===== src/sv/tkiq_pkg.sv =====
`timescale 1ns / 1ps
// ----------------------------------------------------------------------------
// tkiq_pkg
// Types, codes and the character table of the keystroke injection queue.
// ----------------------------------------------------------------------------
package tkiq_pkg;

    typedef enum logic [1:0] {
        OP_TAP   = 2'd0,
        OP_TYPE  = 2'd1,
        OP_TICK  = 2'd2,
        OP_CLEAR = 2'd3
    } t_op;

    typedef enum logic [1:0] {
        KIND_STATUS = 2'd0,
        KIND_KEY    = 2'd1,
        KIND_CLEAR  = 2'd2
    } t_kind;

    typedef enum logic [1:0] {
        CFG_HOLD_FRAMES = 2'd0,
        CFG_GAP_FRAMES  = 2'd1,
        CFG_SHIFT_ROW   = 2'd2,
        CFG_SHIFT_COL   = 2'd3
    } t_cfg_idx;

    typedef enum logic [1:0] {
        BK_IDLE  = 2'd0,
        BK_READ  = 2'd1,
        BK_SHIFT = 2'd2
    } t_bk_state;

    localparam logic [7:0] CH_LF = 8'h0A;
    localparam logic [7:0] CH_CR = 8'h0D;
    localparam logic [7:0] CH_UPPER_A = 8'h41;
    localparam logic [7:0] CH_UPPER_Z = 8'h5A;
    localparam logic [7:0] CH_CASE_OFS = 8'h20;

    typedef struct packed {
        logic       shift;
        logic [2:0] row;
        logic [2:0] col;
    } t_key;

    typedef struct packed {
        logic mapped;
        t_key key;
    } t_map;

    typedef struct packed {
        t_op  op;
        logic mapped;
        t_key key;
    } t_cmd;

    typedef struct packed {
        t_kind      kind;
        logic       accepted;
        logic       char_mapped;
        logic [2:0] row;
        logic [2:0] col;
        logic       pressed;
        logic       last;
    } t_res;

    typedef struct packed {
        logic [7:0] hold_frames;
        logic [7:0] gap_frames;
        logic [2:0] shift_row;
        logic [2:0] shift_col;
    } t_cfg;

    function automatic t_map f_hit(input logic [2:0] row, input logic [2:0] col,
                                   input logic shift);
        t_map m;
        m.mapped    = 1'b1;
        m.key.shift = shift;
        m.key.row   = row;
        m.key.col   = col;
        return m;
    endfunction

    // newline becomes CR and upper case folds to lower before the lookup
    function automatic t_map f_char_map(input logic [7:0] ch_in);
        logic [7:0] c;
        t_map       m;
        c = ch_in;
        m = '0;
        if (c == CH_LF) begin
            c = CH_CR;
        end
        if (c >= CH_UPPER_A && c <= CH_UPPER_Z) begin
            c = c + CH_CASE_OFS;
        end
        case (c)
            CH_CR: m = f_hit(3'd0, 3'd1, 1'b0);
            "3": m = f_hit(3'd1, 3'd0, 1'b0);
            "w": m = f_hit(3'd1, 3'd1, 1'b0);
            "a": m = f_hit(3'd1, 3'd2, 1'b0);
            "4": m = f_hit(3'd1, 3'd3, 1'b0);
            "z": m = f_hit(3'd1, 3'd4, 1'b0);
            "s": m = f_hit(3'd1, 3'd5, 1'b0);
            "e": m = f_hit(3'd1, 3'd6, 1'b0);
            "5": m = f_hit(3'd2, 3'd0, 1'b0);
            "r": m = f_hit(3'd2, 3'd1, 1'b0);
            "d": m = f_hit(3'd2, 3'd2, 1'b0);
            "6": m = f_hit(3'd2, 3'd3, 1'b0);
            "c": m = f_hit(3'd2, 3'd4, 1'b0);
            "f": m = f_hit(3'd2, 3'd5, 1'b0);
            "t": m = f_hit(3'd2, 3'd6, 1'b0);
            "x": m = f_hit(3'd2, 3'd7, 1'b0);
            "7": m = f_hit(3'd3, 3'd0, 1'b0);
            "y": m = f_hit(3'd3, 3'd1, 1'b0);
            "g": m = f_hit(3'd3, 3'd2, 1'b0);
            "8": m = f_hit(3'd3, 3'd3, 1'b0);
            "b": m = f_hit(3'd3, 3'd4, 1'b0);
            "h": m = f_hit(3'd3, 3'd5, 1'b0);
            "u": m = f_hit(3'd3, 3'd6, 1'b0);
            "v": m = f_hit(3'd3, 3'd7, 1'b0);
            "9": m = f_hit(3'd4, 3'd0, 1'b0);
            "i": m = f_hit(3'd4, 3'd1, 1'b0);
            "j": m = f_hit(3'd4, 3'd2, 1'b0);
            "0": m = f_hit(3'd4, 3'd3, 1'b0);
            "m": m = f_hit(3'd4, 3'd4, 1'b0);
            "k": m = f_hit(3'd4, 3'd5, 1'b0);
            "o": m = f_hit(3'd4, 3'd6, 1'b0);
            "n": m = f_hit(3'd4, 3'd7, 1'b0);
            "+": m = f_hit(3'd5, 3'd0, 1'b0);
            "p": m = f_hit(3'd5, 3'd1, 1'b0);
            "l": m = f_hit(3'd5, 3'd2, 1'b0);
            "-": m = f_hit(3'd5, 3'd3, 1'b0);
            ".": m = f_hit(3'd5, 3'd4, 1'b0);
            ":": m = f_hit(3'd5, 3'd5, 1'b0);
            "@": m = f_hit(3'd5, 3'd6, 1'b0);
            ",": m = f_hit(3'd5, 3'd7, 1'b0);
            "*": m = f_hit(3'd6, 3'd1, 1'b0);
            ";": m = f_hit(3'd6, 3'd2, 1'b0);
            "=": m = f_hit(3'd6, 3'd5, 1'b0);
            "^": m = f_hit(3'd6, 3'd6, 1'b0);
            "/": m = f_hit(3'd6, 3'd7, 1'b0);
            "1": m = f_hit(3'd7, 3'd0, 1'b0);
            "2": m = f_hit(3'd7, 3'd3, 1'b0);
            " ": m = f_hit(3'd7, 3'd4, 1'b0);
            "q": m = f_hit(3'd7, 3'd6, 1'b0);
            "!": m = f_hit(3'd7, 3'd0, 1'b1);
            8'h22: m = f_hit(3'd7, 3'd3, 1'b1); // double quote
            "#": m = f_hit(3'd1, 3'd0, 1'b1);
            "$": m = f_hit(3'd1, 3'd3, 1'b1);
            "%": m = f_hit(3'd2, 3'd0, 1'b1);
            "&": m = f_hit(3'd2, 3'd3, 1'b1);
            8'h27: m = f_hit(3'd3, 3'd0, 1'b1); // apostrophe
            "(": m = f_hit(3'd3, 3'd3, 1'b1);
            ")": m = f_hit(3'd4, 3'd0, 1'b1);
            "<": m = f_hit(3'd5, 3'd7, 1'b1);
            ">": m = f_hit(3'd5, 3'd4, 1'b1);
            "[": m = f_hit(3'd5, 3'd5, 1'b1);
            "]": m = f_hit(3'd6, 3'd2, 1'b1);
            "?": m = f_hit(3'd6, 3'd7, 1'b1);
            default: m = '0;
        endcase
        return m;
    endfunction

endpackage


===== src/sv/timed_keystroke_injection_queue_top.sv =====
`timescale 1ns / 1ps
// ----------------------------------------------------------------------------
// timed_keystroke_injection_queue_top
// Keystroke queue played into an 8x8 keyboard matrix on frame ticks.
// ----------------------------------------------------------------------------
// Input channel: push an operation word (tap, type character, frame tick,
// clear) while full is low. Words land in a four-entry command FIFO after the
// character lookup, so the input side keeps taking words while the back end
// works.
// Result channel: a four-entry result FIFO; while empty is low the oldest
// result word is on the o_ ports, and pop takes it. last marks the final
// word caused by one input word.
// Back end: a tap, type or clear and a frame tick that changes nothing are
// handled in the idle state; a press or release also reads the key queue
// memory and then emits the key change, and a shifted key adds the shift
// key change. A status or clear word passes the command FIFO and the result
// FIFO; a key change also passes the key queue read register.
// A stalled receiver fills the result FIFO; the back end then waits until two
// slots are free, the command FIFO fills and full rises.
// Configuration: valid/ready write port, always ready; write only while idle.
// Reset empties both FIFOs and the key queue and loads the register defaults;
// key queue memory contents are not cleared and need no clearing pass.
// ----------------------------------------------------------------------------
module timed_keystroke_injection_queue_top
    import tkiq_pkg::*;
#(
    parameter int QUEUE_DEPTH = 64
) (
    input  logic       i_clk,
    input  logic       i_rst_n,
    input  logic       push,
    output logic       full,
    input  logic [1:0] i_operation,
    input  logic [2:0] i_key_row,
    input  logic [2:0] i_key_col,
    input  logic       i_key_shift,
    input  logic [7:0] i_char_code,
    output logic       empty,
    input  logic       pop,
    output logic [1:0] o_kind,
    output logic       o_accepted,
    output logic       o_char_mapped,
    output logic [2:0] o_row,
    output logic [2:0] o_col,
    output logic       o_pressed,
    output logic       o_last,
    input  logic       valid,
    output logic       ready,
    input  logic [1:0] i_cfg_index,
    input  logic [7:0] i_cfg_data
);

    localparam int FIFO_DEPTH = 4;

    t_cfg r_cfg;
    t_cmd w_front_cmd;
    t_cmd w_cmd;
    logic w_cmd_push;
    logic w_cmd_empty;
    logic w_cmd_pop;
    logic w_res_afull;
    logic w_res_push;
    logic w_res_full;
    t_res w_res_in;
    t_res w_res_out;

    assign ready = 1'b1;

    always_ff @(posedge i_clk) begin
        if (!i_rst_n) begin
            r_cfg.hold_frames <= 8'd2;
            r_cfg.gap_frames  <= 8'd2;
            r_cfg.shift_row   <= 3'd1;
            r_cfg.shift_col   <= 3'd7;
        end else if (valid && ready) begin
            case (t_cfg_idx'(i_cfg_index))
                CFG_HOLD_FRAMES: r_cfg.hold_frames <= i_cfg_data;
                CFG_GAP_FRAMES:  r_cfg.gap_frames  <= i_cfg_data;
                CFG_SHIFT_ROW:   r_cfg.shift_row   <= i_cfg_data[2:0];
                CFG_SHIFT_COL:   r_cfg.shift_col   <= i_cfg_data[2:0];
                default:         r_cfg.hold_frames <= r_cfg.hold_frames;
            endcase
        end
    end

    tkiq_front u_front (
        .i_push      (push),
        .i_operation (i_operation),
        .i_key_row   (i_key_row),
        .i_key_col   (i_key_col),
        .i_key_shift (i_key_shift),
        .i_char_code (i_char_code),
        .o_cmd_push  (w_cmd_push),
        .o_cmd       (w_front_cmd)
    );

    tkiq_fifo #(
        .W     ($bits(t_cmd)),
        .DEPTH (FIFO_DEPTH)
    ) u_cmd_fifo (
        .i_clk   (i_clk),
        .i_rst_n (i_rst_n),
        .i_push  (w_cmd_push),
        .i_data  (w_front_cmd),
        .o_full  (full),
        .o_afull (),
        .i_pop   (w_cmd_pop),
        .o_data  (w_cmd),
        .o_empty (w_cmd_empty)
    );

    tkiq_back #(
        .QUEUE_DEPTH (QUEUE_DEPTH)
    ) u_back (
        .i_clk       (i_clk),
        .i_rst_n     (i_rst_n),
        .i_cfg       (r_cfg),
        .i_cmd_empty (w_cmd_empty),
        .i_cmd       (w_cmd),
        .o_cmd_pop   (w_cmd_pop),
        .i_res_afull (w_res_afull || w_res_full),
        .o_res_push  (w_res_push),
        .o_res       (w_res_in)
    );

    tkiq_fifo #(
        .W     ($bits(t_res)),
        .DEPTH (FIFO_DEPTH)
    ) u_res_fifo (
        .i_clk   (i_clk),
        .i_rst_n (i_rst_n),
        .i_push  (w_res_push),
        .i_data  (w_res_in),
        .o_full  (w_res_full),
        .o_afull (w_res_afull),
        .i_pop   (pop),
        .o_data  (w_res_out),
        .o_empty (empty)
    );

    assign o_kind        = w_res_out.kind;
    assign o_accepted    = w_res_out.accepted;
    assign o_char_mapped = w_res_out.char_mapped;
    assign o_row         = w_res_out.row;
    assign o_col         = w_res_out.col;
    assign o_pressed     = w_res_out.pressed;
    assign o_last        = w_res_out.last;

endmodule


===== src/sv/tkiq_fifo.sv =====
`timescale 1ns / 1ps
// ----------------------------------------------------------------------------
// tkiq_fifo
// Small register FIFO with full, empty and an almost-full flag (under two free slots).
// ----------------------------------------------------------------------------
module tkiq_fifo #(
    parameter int W     = 8,
    parameter int DEPTH = 4
) (
    input  logic         i_clk,
    input  logic         i_rst_n,
    input  logic         i_push,
    input  logic [W-1:0] i_data,
    output logic         o_full,
    output logic         o_afull,
    input  logic         i_pop,
    output logic [W-1:0] o_data,
    output logic         o_empty
);

    localparam int AW = (DEPTH > 1) ? $clog2(DEPTH) : 1;
    localparam int CW = $clog2(DEPTH + 1);

    logic [W-1:0]  r_slot [DEPTH];
    logic [AW-1:0] r_wr, n_wr;
    logic [AW-1:0] r_rd, n_rd;
    logic [CW-1:0] r_cnt, n_cnt;
    logic          w_push;
    logic          w_pop;

    assign o_full  = (r_cnt == CW'(DEPTH));
    assign o_afull = (r_cnt >= CW'(DEPTH - 1));
    assign o_empty = (r_cnt == '0);
    assign o_data  = r_slot[r_rd];
    assign w_push  = i_push && !o_full;
    assign w_pop   = i_pop && !o_empty;

    always_comb begin
        n_wr  = r_wr;
        n_rd  = r_rd;
        n_cnt = r_cnt;
        if (w_push) begin
            n_wr = (r_wr == AW'(DEPTH - 1)) ? '0 : r_wr + AW'(1);
        end
        if (w_pop) begin
            n_rd = (r_rd == AW'(DEPTH - 1)) ? '0 : r_rd + AW'(1);
        end
        if (w_push && !w_pop) begin
            n_cnt = r_cnt + CW'(1);
        end else if (w_pop && !w_push) begin
            n_cnt = r_cnt - CW'(1);
        end
    end

    always_ff @(posedge i_clk) begin
        if (!i_rst_n) begin
            r_wr  <= '0;
            r_rd  <= '0;
            r_cnt <= '0;
        end else begin
            r_wr  <= n_wr;
            r_rd  <= n_rd;
            r_cnt <= n_cnt;
        end
    end

    always_ff @(posedge i_clk) begin
        if (w_push) begin
            r_slot[r_wr] <= i_data;
        end
    end

endmodule


===== src/sv/tkiq_front.sv =====
`timescale 1ns / 1ps
// ----------------------------------------------------------------------------
// tkiq_front
// Accepts input words, maps typed characters and forms back-end commands.
// ----------------------------------------------------------------------------
module tkiq_front
    import tkiq_pkg::*;
(
    input  logic       i_push,
    input  logic [1:0] i_operation,
    input  logic [2:0] i_key_row,
    input  logic [2:0] i_key_col,
    input  logic       i_key_shift,
    input  logic [7:0] i_char_code,
    output logic       o_cmd_push,
    output t_cmd       o_cmd
);

    t_op  w_op;
    t_map w_map;

    assign w_op       = t_op'(i_operation);
    assign w_map      = f_char_map(i_char_code);
    assign o_cmd_push = i_push;

    always_comb begin
        o_cmd    = '0;
        o_cmd.op = w_op;
        case (w_op)
            OP_TAP: begin
                o_cmd.key.shift = i_key_shift;
                o_cmd.key.row   = i_key_row;
                o_cmd.key.col   = i_key_col;
            end
            OP_TYPE: begin
                o_cmd.mapped = w_map.mapped;
                o_cmd.key    = w_map.key;
            end
            default: begin
                o_cmd.key = '0;
            end
        endcase
    end

endmodule


===== src/sv/tkiq_back.sv =====
`timescale 1ns / 1ps
// ----------------------------------------------------------------------------
// tkiq_back
// Key queue and frame timing: executes commands and emits result words.
// ----------------------------------------------------------------------------
module tkiq_back
    import tkiq_pkg::*;
#(
    parameter int QUEUE_DEPTH = 64
) (
    input  logic i_clk,
    input  logic i_rst_n,
    input  t_cfg i_cfg,
    input  logic i_cmd_empty,
    input  t_cmd i_cmd,
    output logic o_cmd_pop,
    input  logic i_res_afull,
    output logic o_res_push,
    output t_res o_res
);

    localparam int AW = (QUEUE_DEPTH > 1) ? $clog2(QUEUE_DEPTH) : 1;
    localparam int CW = $clog2(QUEUE_DEPTH + 1);

    t_key          r_mem [QUEUE_DEPTH];
    t_key          r_rd_key;
    t_bk_state     r_state, n_state;
    logic [AW-1:0] r_head, n_head;
    logic [AW-1:0] r_tail, n_tail;
    logic [CW-1:0] r_count, n_count;
    logic [7:0]    r_hold, n_hold;
    logic [7:0]    r_gap, n_gap;
    logic          r_holding, n_holding;
    logic          r_pressed, n_pressed;
    logic          w_we;
    logic          w_re;

    always_ff @(posedge i_clk) begin
        if (!i_rst_n) begin
            r_state   <= BK_IDLE;
            r_head    <= '0;
            r_tail    <= '0;
            r_count   <= '0;
            r_hold    <= '0;
            r_gap     <= '0;
            r_holding <= 1'b0;
            r_pressed <= 1'b0;
        end else begin
            r_state   <= n_state;
            r_head    <= n_head;
            r_tail    <= n_tail;
            r_count   <= n_count;
            r_hold    <= n_hold;
            r_gap     <= n_gap;
            r_holding <= n_holding;
            r_pressed <= n_pressed;
        end
    end

    always_ff @(posedge i_clk) begin
        if (w_we) begin
            r_mem[r_tail] <= i_cmd.key;
        end
        if (w_re) begin
            r_rd_key <= r_mem[r_head];
        end
    end

    always_comb begin
        n_state    = r_state;
        n_head     = r_head;
        n_tail     = r_tail;
        n_count    = r_count;
        n_hold     = r_hold;
        n_gap      = r_gap;
        n_holding  = r_holding;
        n_pressed  = r_pressed;
        w_we       = 1'b0;
        w_re       = 1'b0;
        o_cmd_pop  = 1'b0;
        o_res_push = 1'b0;
        o_res      = '0;
        case (r_state)
            BK_IDLE: begin
                // start only with room for a shifted key pair downstream
                if (!i_cmd_empty && !i_res_afull) begin
                    o_cmd_pop = 1'b1;
                    case (i_cmd.op)
                        OP_TAP, OP_TYPE: begin
                            o_res_push        = 1'b1;
                            o_res.kind        = KIND_STATUS;
                            o_res.last        = 1'b1;
                            o_res.char_mapped = (i_cmd.op == OP_TYPE) && i_cmd.mapped;
                            if (i_cmd.op == OP_TAP || i_cmd.mapped) begin
                                if (r_count < CW'(QUEUE_DEPTH)) begin
                                    w_we           = 1'b1;
                                    n_tail         = (r_tail == AW'(QUEUE_DEPTH - 1)) ?
                                                     '0 : r_tail + AW'(1);
                                    n_count        = r_count + CW'(1);
                                    o_res.accepted = 1'b1;
                                end
                            end else begin
                                // unmapped character: skip, still accepted
                                o_res.accepted = 1'b1;
                            end
                        end
                        OP_TICK: begin
                            if (r_holding) begin
                                n_hold = r_hold - 8'd1;
                                if (r_hold == 8'd1) begin
                                    n_holding = 1'b0;
                                    n_head    = (r_head == AW'(QUEUE_DEPTH - 1)) ?
                                                '0 : r_head + AW'(1);
                                    n_gap     = i_cfg.gap_frames;
                                    if (r_count != '0) begin
                                        w_re      = 1'b1;
                                        n_count   = r_count - CW'(1);
                                        n_pressed = 1'b0;
                                        n_state   = BK_READ;
                                    end
                                end
                            end else if (r_gap != 8'd0) begin
                                n_gap = r_gap - 8'd1;
                            end else if (r_count != '0) begin
                                w_re      = 1'b1;
                                n_holding = 1'b1;
                                n_hold    = i_cfg.hold_frames;
                                n_pressed = 1'b1;
                                n_state   = BK_READ;
                            end
                        end
                        OP_CLEAR: begin
                            n_head     = '0;
                            n_tail     = '0;
                            n_count    = '0;
                            n_hold     = '0;
                            n_gap      = '0;
                            n_holding  = 1'b0;
                            o_res_push = 1'b1;
                            o_res.kind = KIND_CLEAR;
                            o_res.last = 1'b1;
                        end
                        default: begin
                            o_cmd_pop = 1'b1;
                        end
                    endcase
                end
            end
            BK_READ: begin
                o_res_push    = 1'b1;
                o_res.kind    = KIND_KEY;
                o_res.row     = r_rd_key.row;
                o_res.col     = r_rd_key.col;
                o_res.pressed = r_pressed;
                o_res.last    = !r_rd_key.shift;
                n_state       = r_rd_key.shift ? BK_SHIFT : BK_IDLE;
            end
            BK_SHIFT: begin
                o_res_push    = 1'b1;
                o_res.kind    = KIND_KEY;
                o_res.row     = i_cfg.shift_row;
                o_res.col     = i_cfg.shift_col;
                o_res.pressed = r_pressed;
                o_res.last    = 1'b1;
                n_state       = BK_IDLE;
            end
            default: begin
                n_state = BK_IDLE;
            end
        endcase
    end

endmodule


===== config.mk =====
export PLATFORM = sky130hd
export DESIGN_NAME = timed_keystroke_injection_queue_top
export DESIGN_NICKNAME = d
export VERILOG_FILES = /design/src/sv/tkiq_pkg.sv /design/src/sv/timed_keystroke_injection_queue_top.sv /design/src/sv/tkiq_fifo.sv /design/src/sv/tkiq_front.sv /design/src/sv/tkiq_back.sv
export SDC_FILE = /design/constraint.sdc
export NUM_CORES = 1
export LEC_CHECK = 0
export BUFFER_PORTS_ARGS = -buffer_cell sky130_fd_sc_hd__buf_2
export CORE_AREA = 2 2 185 369
export CTS_CLUSTER_SIZE = 25
export DETAILED_ROUTE_END_ITERATION = 6
export DIE_AREA = 0 0 187 371
export SKIP_CTS_REPAIR_TIMING = 1
export SYNTH_ARGS = -nofsm -noshare
export SYNTH_HDL_FRONTEND = slang
export SYNTH_SLANG_ARGS = --single-unit

===== constraint.sdc =====
create_clock -name i_clk -period 8.4 [get_ports i_clk]
set_input_delay 2.52 -clock i_clk [delete_from_list [all_inputs] [get_ports i_clk]]
set_output_delay 2.52 -clock i_clk [all_outputs]
set_load 0.02 [all_outputs]

==> results.json <==
{
  "outcome": "completed",
  "dieArea_mm2": 0.0694,
  "cp_slowest_stage_delay_ns": 0.63,
  "start_kind": "primary input",
  "fin_ws_ns": 2.47,
  "syn2layout_area_growth_pct": 10.6,
  "vias_per_cell": 5.57,
  "place_ws_ns": 1.90,
  "clkPwrFrac_pct": 29.5,
  "tns_ns": 0,
  "critPathTopFamily": "compound AO/OA/AOI/OAI gates",
  "rows": 134,
  "gp_congestion": 0.889,
  "io_buffers": 45,
  "p_seq_share_pct": 46.6,
  "critical_path_arrival_ns": 6.23,
  "grt_usage_pct": 18.0,
  "switchingPower_mw": 2.59,
  "chipWidth_um": 187,
  "hold_violations": 0,
  "critPathRequiredTime_ns": 8.70,
  "finalCritPeriodShare_pct": 70.6,
  "slew_headroom_pct": 17.2,
  "drt_first_pass_iters": 5,
  "synth_fp_nets": 1679,
  "internal_power_mw": 6.04,
  "cts.sinks": 622,
  "fmax_mhz": 169,
  "antenna_found_initial": 0,
  "nets": 1691,
  "drt_iter0_markers": 1033,
  "maxCapViolCount": 0,
  "clockBufferDepth": 3,
  "nFillCells": 5838,
  "crit_chain": "buf_2 > inv_1 > ha_1 > or4b_1 > nor3_1 > nand2b_1 > inv_1 > ha_1 > nand2b_1 > a21o_1 > a31oi_1 > a211oi_1 > o311ai_0",
  "finalClockSkew_ns": 0.0314,
  "synthArstFlopShare_pct": 0,
  "grt_pass1_vias": 15120,
  "synth_ff_type": "edfxtp_1",
  "core_mm2": 0.0666,
  "grt_start_max_net_pins": 83,
  "die_y_um": 371,
  "synth_seq_cells": 622,
  "drc_errors": 0,
  "num_antenna_cells": 0,
  "post_drt_wl_per_cell_um": 24.1,
  "start_util_pct": 39.8,
  "synth_edf_count": 543,
  "numCtsBuffers": 50,
  "syn_inst": 1607,
  "yosysMostFrequentCell": "edfxtp_1",
  "critPathBufInv": 3,
  "synth.largest_area_cell": "edfxtp_1",
  "yosys-top-cells-count": "edfxtp_1, mux4_2, nor2_1",
  "cp_slowest_cell": "o311ai_0",
  "gr-total-overflow": 0,
  "syn_area_per_cell_um2": 16.5,
  "totalWireLength_um": 61300,
  "maxSlewViolCount": 0,
  "yosysWarnings": 0,
  "grt_pass1_wl_um": 94100,
  "min_period_ns": 5.93,
  "htreeDepth": 2,
  "synth_top_area_share_pct": 61.6,
  "syn_area_mm2": 0.0265,
  "power_mw": 8.63,
  "power_leakage_nw": 9.25,
  "path_clk_slew_ns": 0.07,
  "power_density_mw_per_mm2": 295,
  "worst_pin_slew_ns": 1.24,
  "place_hpwl_um": 41600,
  "hold_class": "register to register",
  "power_frac_comb_pct": 24.0,
  "synth.distinct_cells": 76,
  "rsz0062_at_grt": "no",
  "ys_seq_area_share_pct": 67.6,
  "finalSetupViolations": 0,
  "cp-end-kind": "register",
  "path_max_fanout": 12,
  "cts_tree": "done",
  "vdd_ir_drop_max_v": 0.000168,
  "drtAntennaViolNets": 0,
  "vias": 14174,
  "p_sw_share_pct": 30.0,
  "path_class": "primary input to register",
  "synthTopCellsByArea": "edfxtp_1, mux4_2, dfxtp_1",
  "clk_latency_ns": 0.59,
  "root_buffer": "clkbuf_16",
  "io_pins": 47,
  "layout-drive-gt1-share_pct": 20.4
}
==> cell type report <==
cell class                 count  area, um^2  share of cell area (%)
timing repair buffer          61         358                    1.22
clock inverter                35         445                    1.52
sequential                   622       17900                    61.1
tap                          884        1110                    3.78
multi-input combinational    852        8020                    27.4
clock buffer                  57        1340                    4.58
inverter                      32         120                   0.410
==> power groups by stage <==
stage                     Clock [mW]  Sequential, mW  Combinational [mW]
after floorplan                    0            3.99                1.51
after global placement             0            4.08                2.05
after detailed placement           0            4.10                2.10
after CTS                       2.60            4.03                2.11
after global routing            2.70            4.05                2.26
final                           2.54            4.02                2.07
==> cell families after synthesis <==
group / count (synthesis) / share of synthesized area (%)
AO/OA/AOI/OAI: 215 / 5.36
XOR/XNOR: 14 / 0.463
adder cells (fa/ha/maj): 40 / 1.98
buffers and inverters: 133 / 2.17
flip-flops: 622 / 67.6
multiplexers: 203 / 15.1
other: 1 / 0.0142
AND/OR/NAND/NOR: 379 / 7.39
==> flip-flops by register name, indices dropped and copies added (netlist names), named ones only <==
| signal | count |
|---|---|
| r_cfg | 22 |
| u_back.r_holding | 1 |
| u_back.r_rd_key | 7 |
| u_cmd_fifo.r_rd | 2 |
| u_back.r_gap | 8 |
| u_back.r_state | 2 |
| u_back.r_head | 6 |
| u_back.r_pressed | 1 |
| u_cmd_fifo.r_cnt | 3 |
| u_cmd_fifo.r_slot | 40 |
| u_back.r_tail | 6 |
| u_back.r_mem | 448 |
| u_back.r_hold | 8 |
| u_back.r_count | 7 |
| u_res_fifo.r_rd | 2 |
| u_res_fifo.r_cnt | 3 |
| u_res_fifo.r_slot | 48 |
| u_res_fifo.r_wr | 2 |
| u_cmd_fifo.r_wr | 2 |
==> layout by cell type, fill, tap and decap left out, types with 6 or more instances in the layout <==
cell type and instances:
a221oi_1 12, inv_1 30, nand3b_1 9, bufinv_16 9, a31oi_1 7, nor3b_1 15, o21ai_0 50, nand4b_1 6
nor4_1 7, nand3_1 24, buf_2 45, nor2_1 134, and3_1 7, o31ai_1 8, nand2_1 61, edfxtp_1 543
a22oi_1 7, mux4_2 156, buf_4 15, or4_1 6, and2_1 14, o211ai_1 11, or3_1 17, xor2_1 8
a21oi_1 61, nor2_2 8, a211oi_1 8, clkinvlp_4 6, nor3_1 20, ha_1 37, xnor2_1 6, clkinv_2 10
dfxtp_1 76, clkbuf_16 52, mux2i_1 43, nor2b_1 15, nand2b_1 9
==> final timing paths <==
path,from,to,slack [ns],depth (start not counted)
min,u_back.r_pressed$_SDFFE_PN0P_,u_back.r_pressed$_SDFFE_PN0P_,0.49,2
min reg2reg,u_back.r_pressed$_SDFFE_PN0P_,u_back.r_pressed$_SDFFE_PN0P_,0.49,2
max reg2reg,register,u_back.r_mem[61][2]$_DFFE_PP_,4.37,5
max,i_char_code[0],u_cmd_fifo.r_slot[0][1]$_DFFE_PP_,2.47,13
==> metrics by stage <==
stage               cells  hold slack, ns  area (um^2)  utilization (%)
detailed placement   2451           0.465        27500             41.3
CTS                  2543           0.482        29300             44.0
global route         2543           0.517        29300             44.0
finish               2543           0.486        29300             44.0
global placement     2451           0.456        27500             41.3
floorplan            1607           0.443        26500                -
==> layer usage <==
| metal | wire [um] | global-route usage, % | vias to the layer above |
|---|---|---|---|
| met2 | 36000 | 36.5 | 314 |
| met4 | 2700 | 8.24 | 0 |
| li1 | - | - | 6387 |
| met1 | 20700 | 18.2 | 7351 |
| met3 | 1800 | 1.67 | 122 |
| met5 | 0 | 0 | - |
==> tightest hold or removal path: cells and delay by family (launching register included) <==
family / cells / cell delay (ns)
AOI/OAI and AO/OA: 2 / 0.13
DFF: 1 / 0.32
Note: power is estimated with default switching activity, not from simulation.
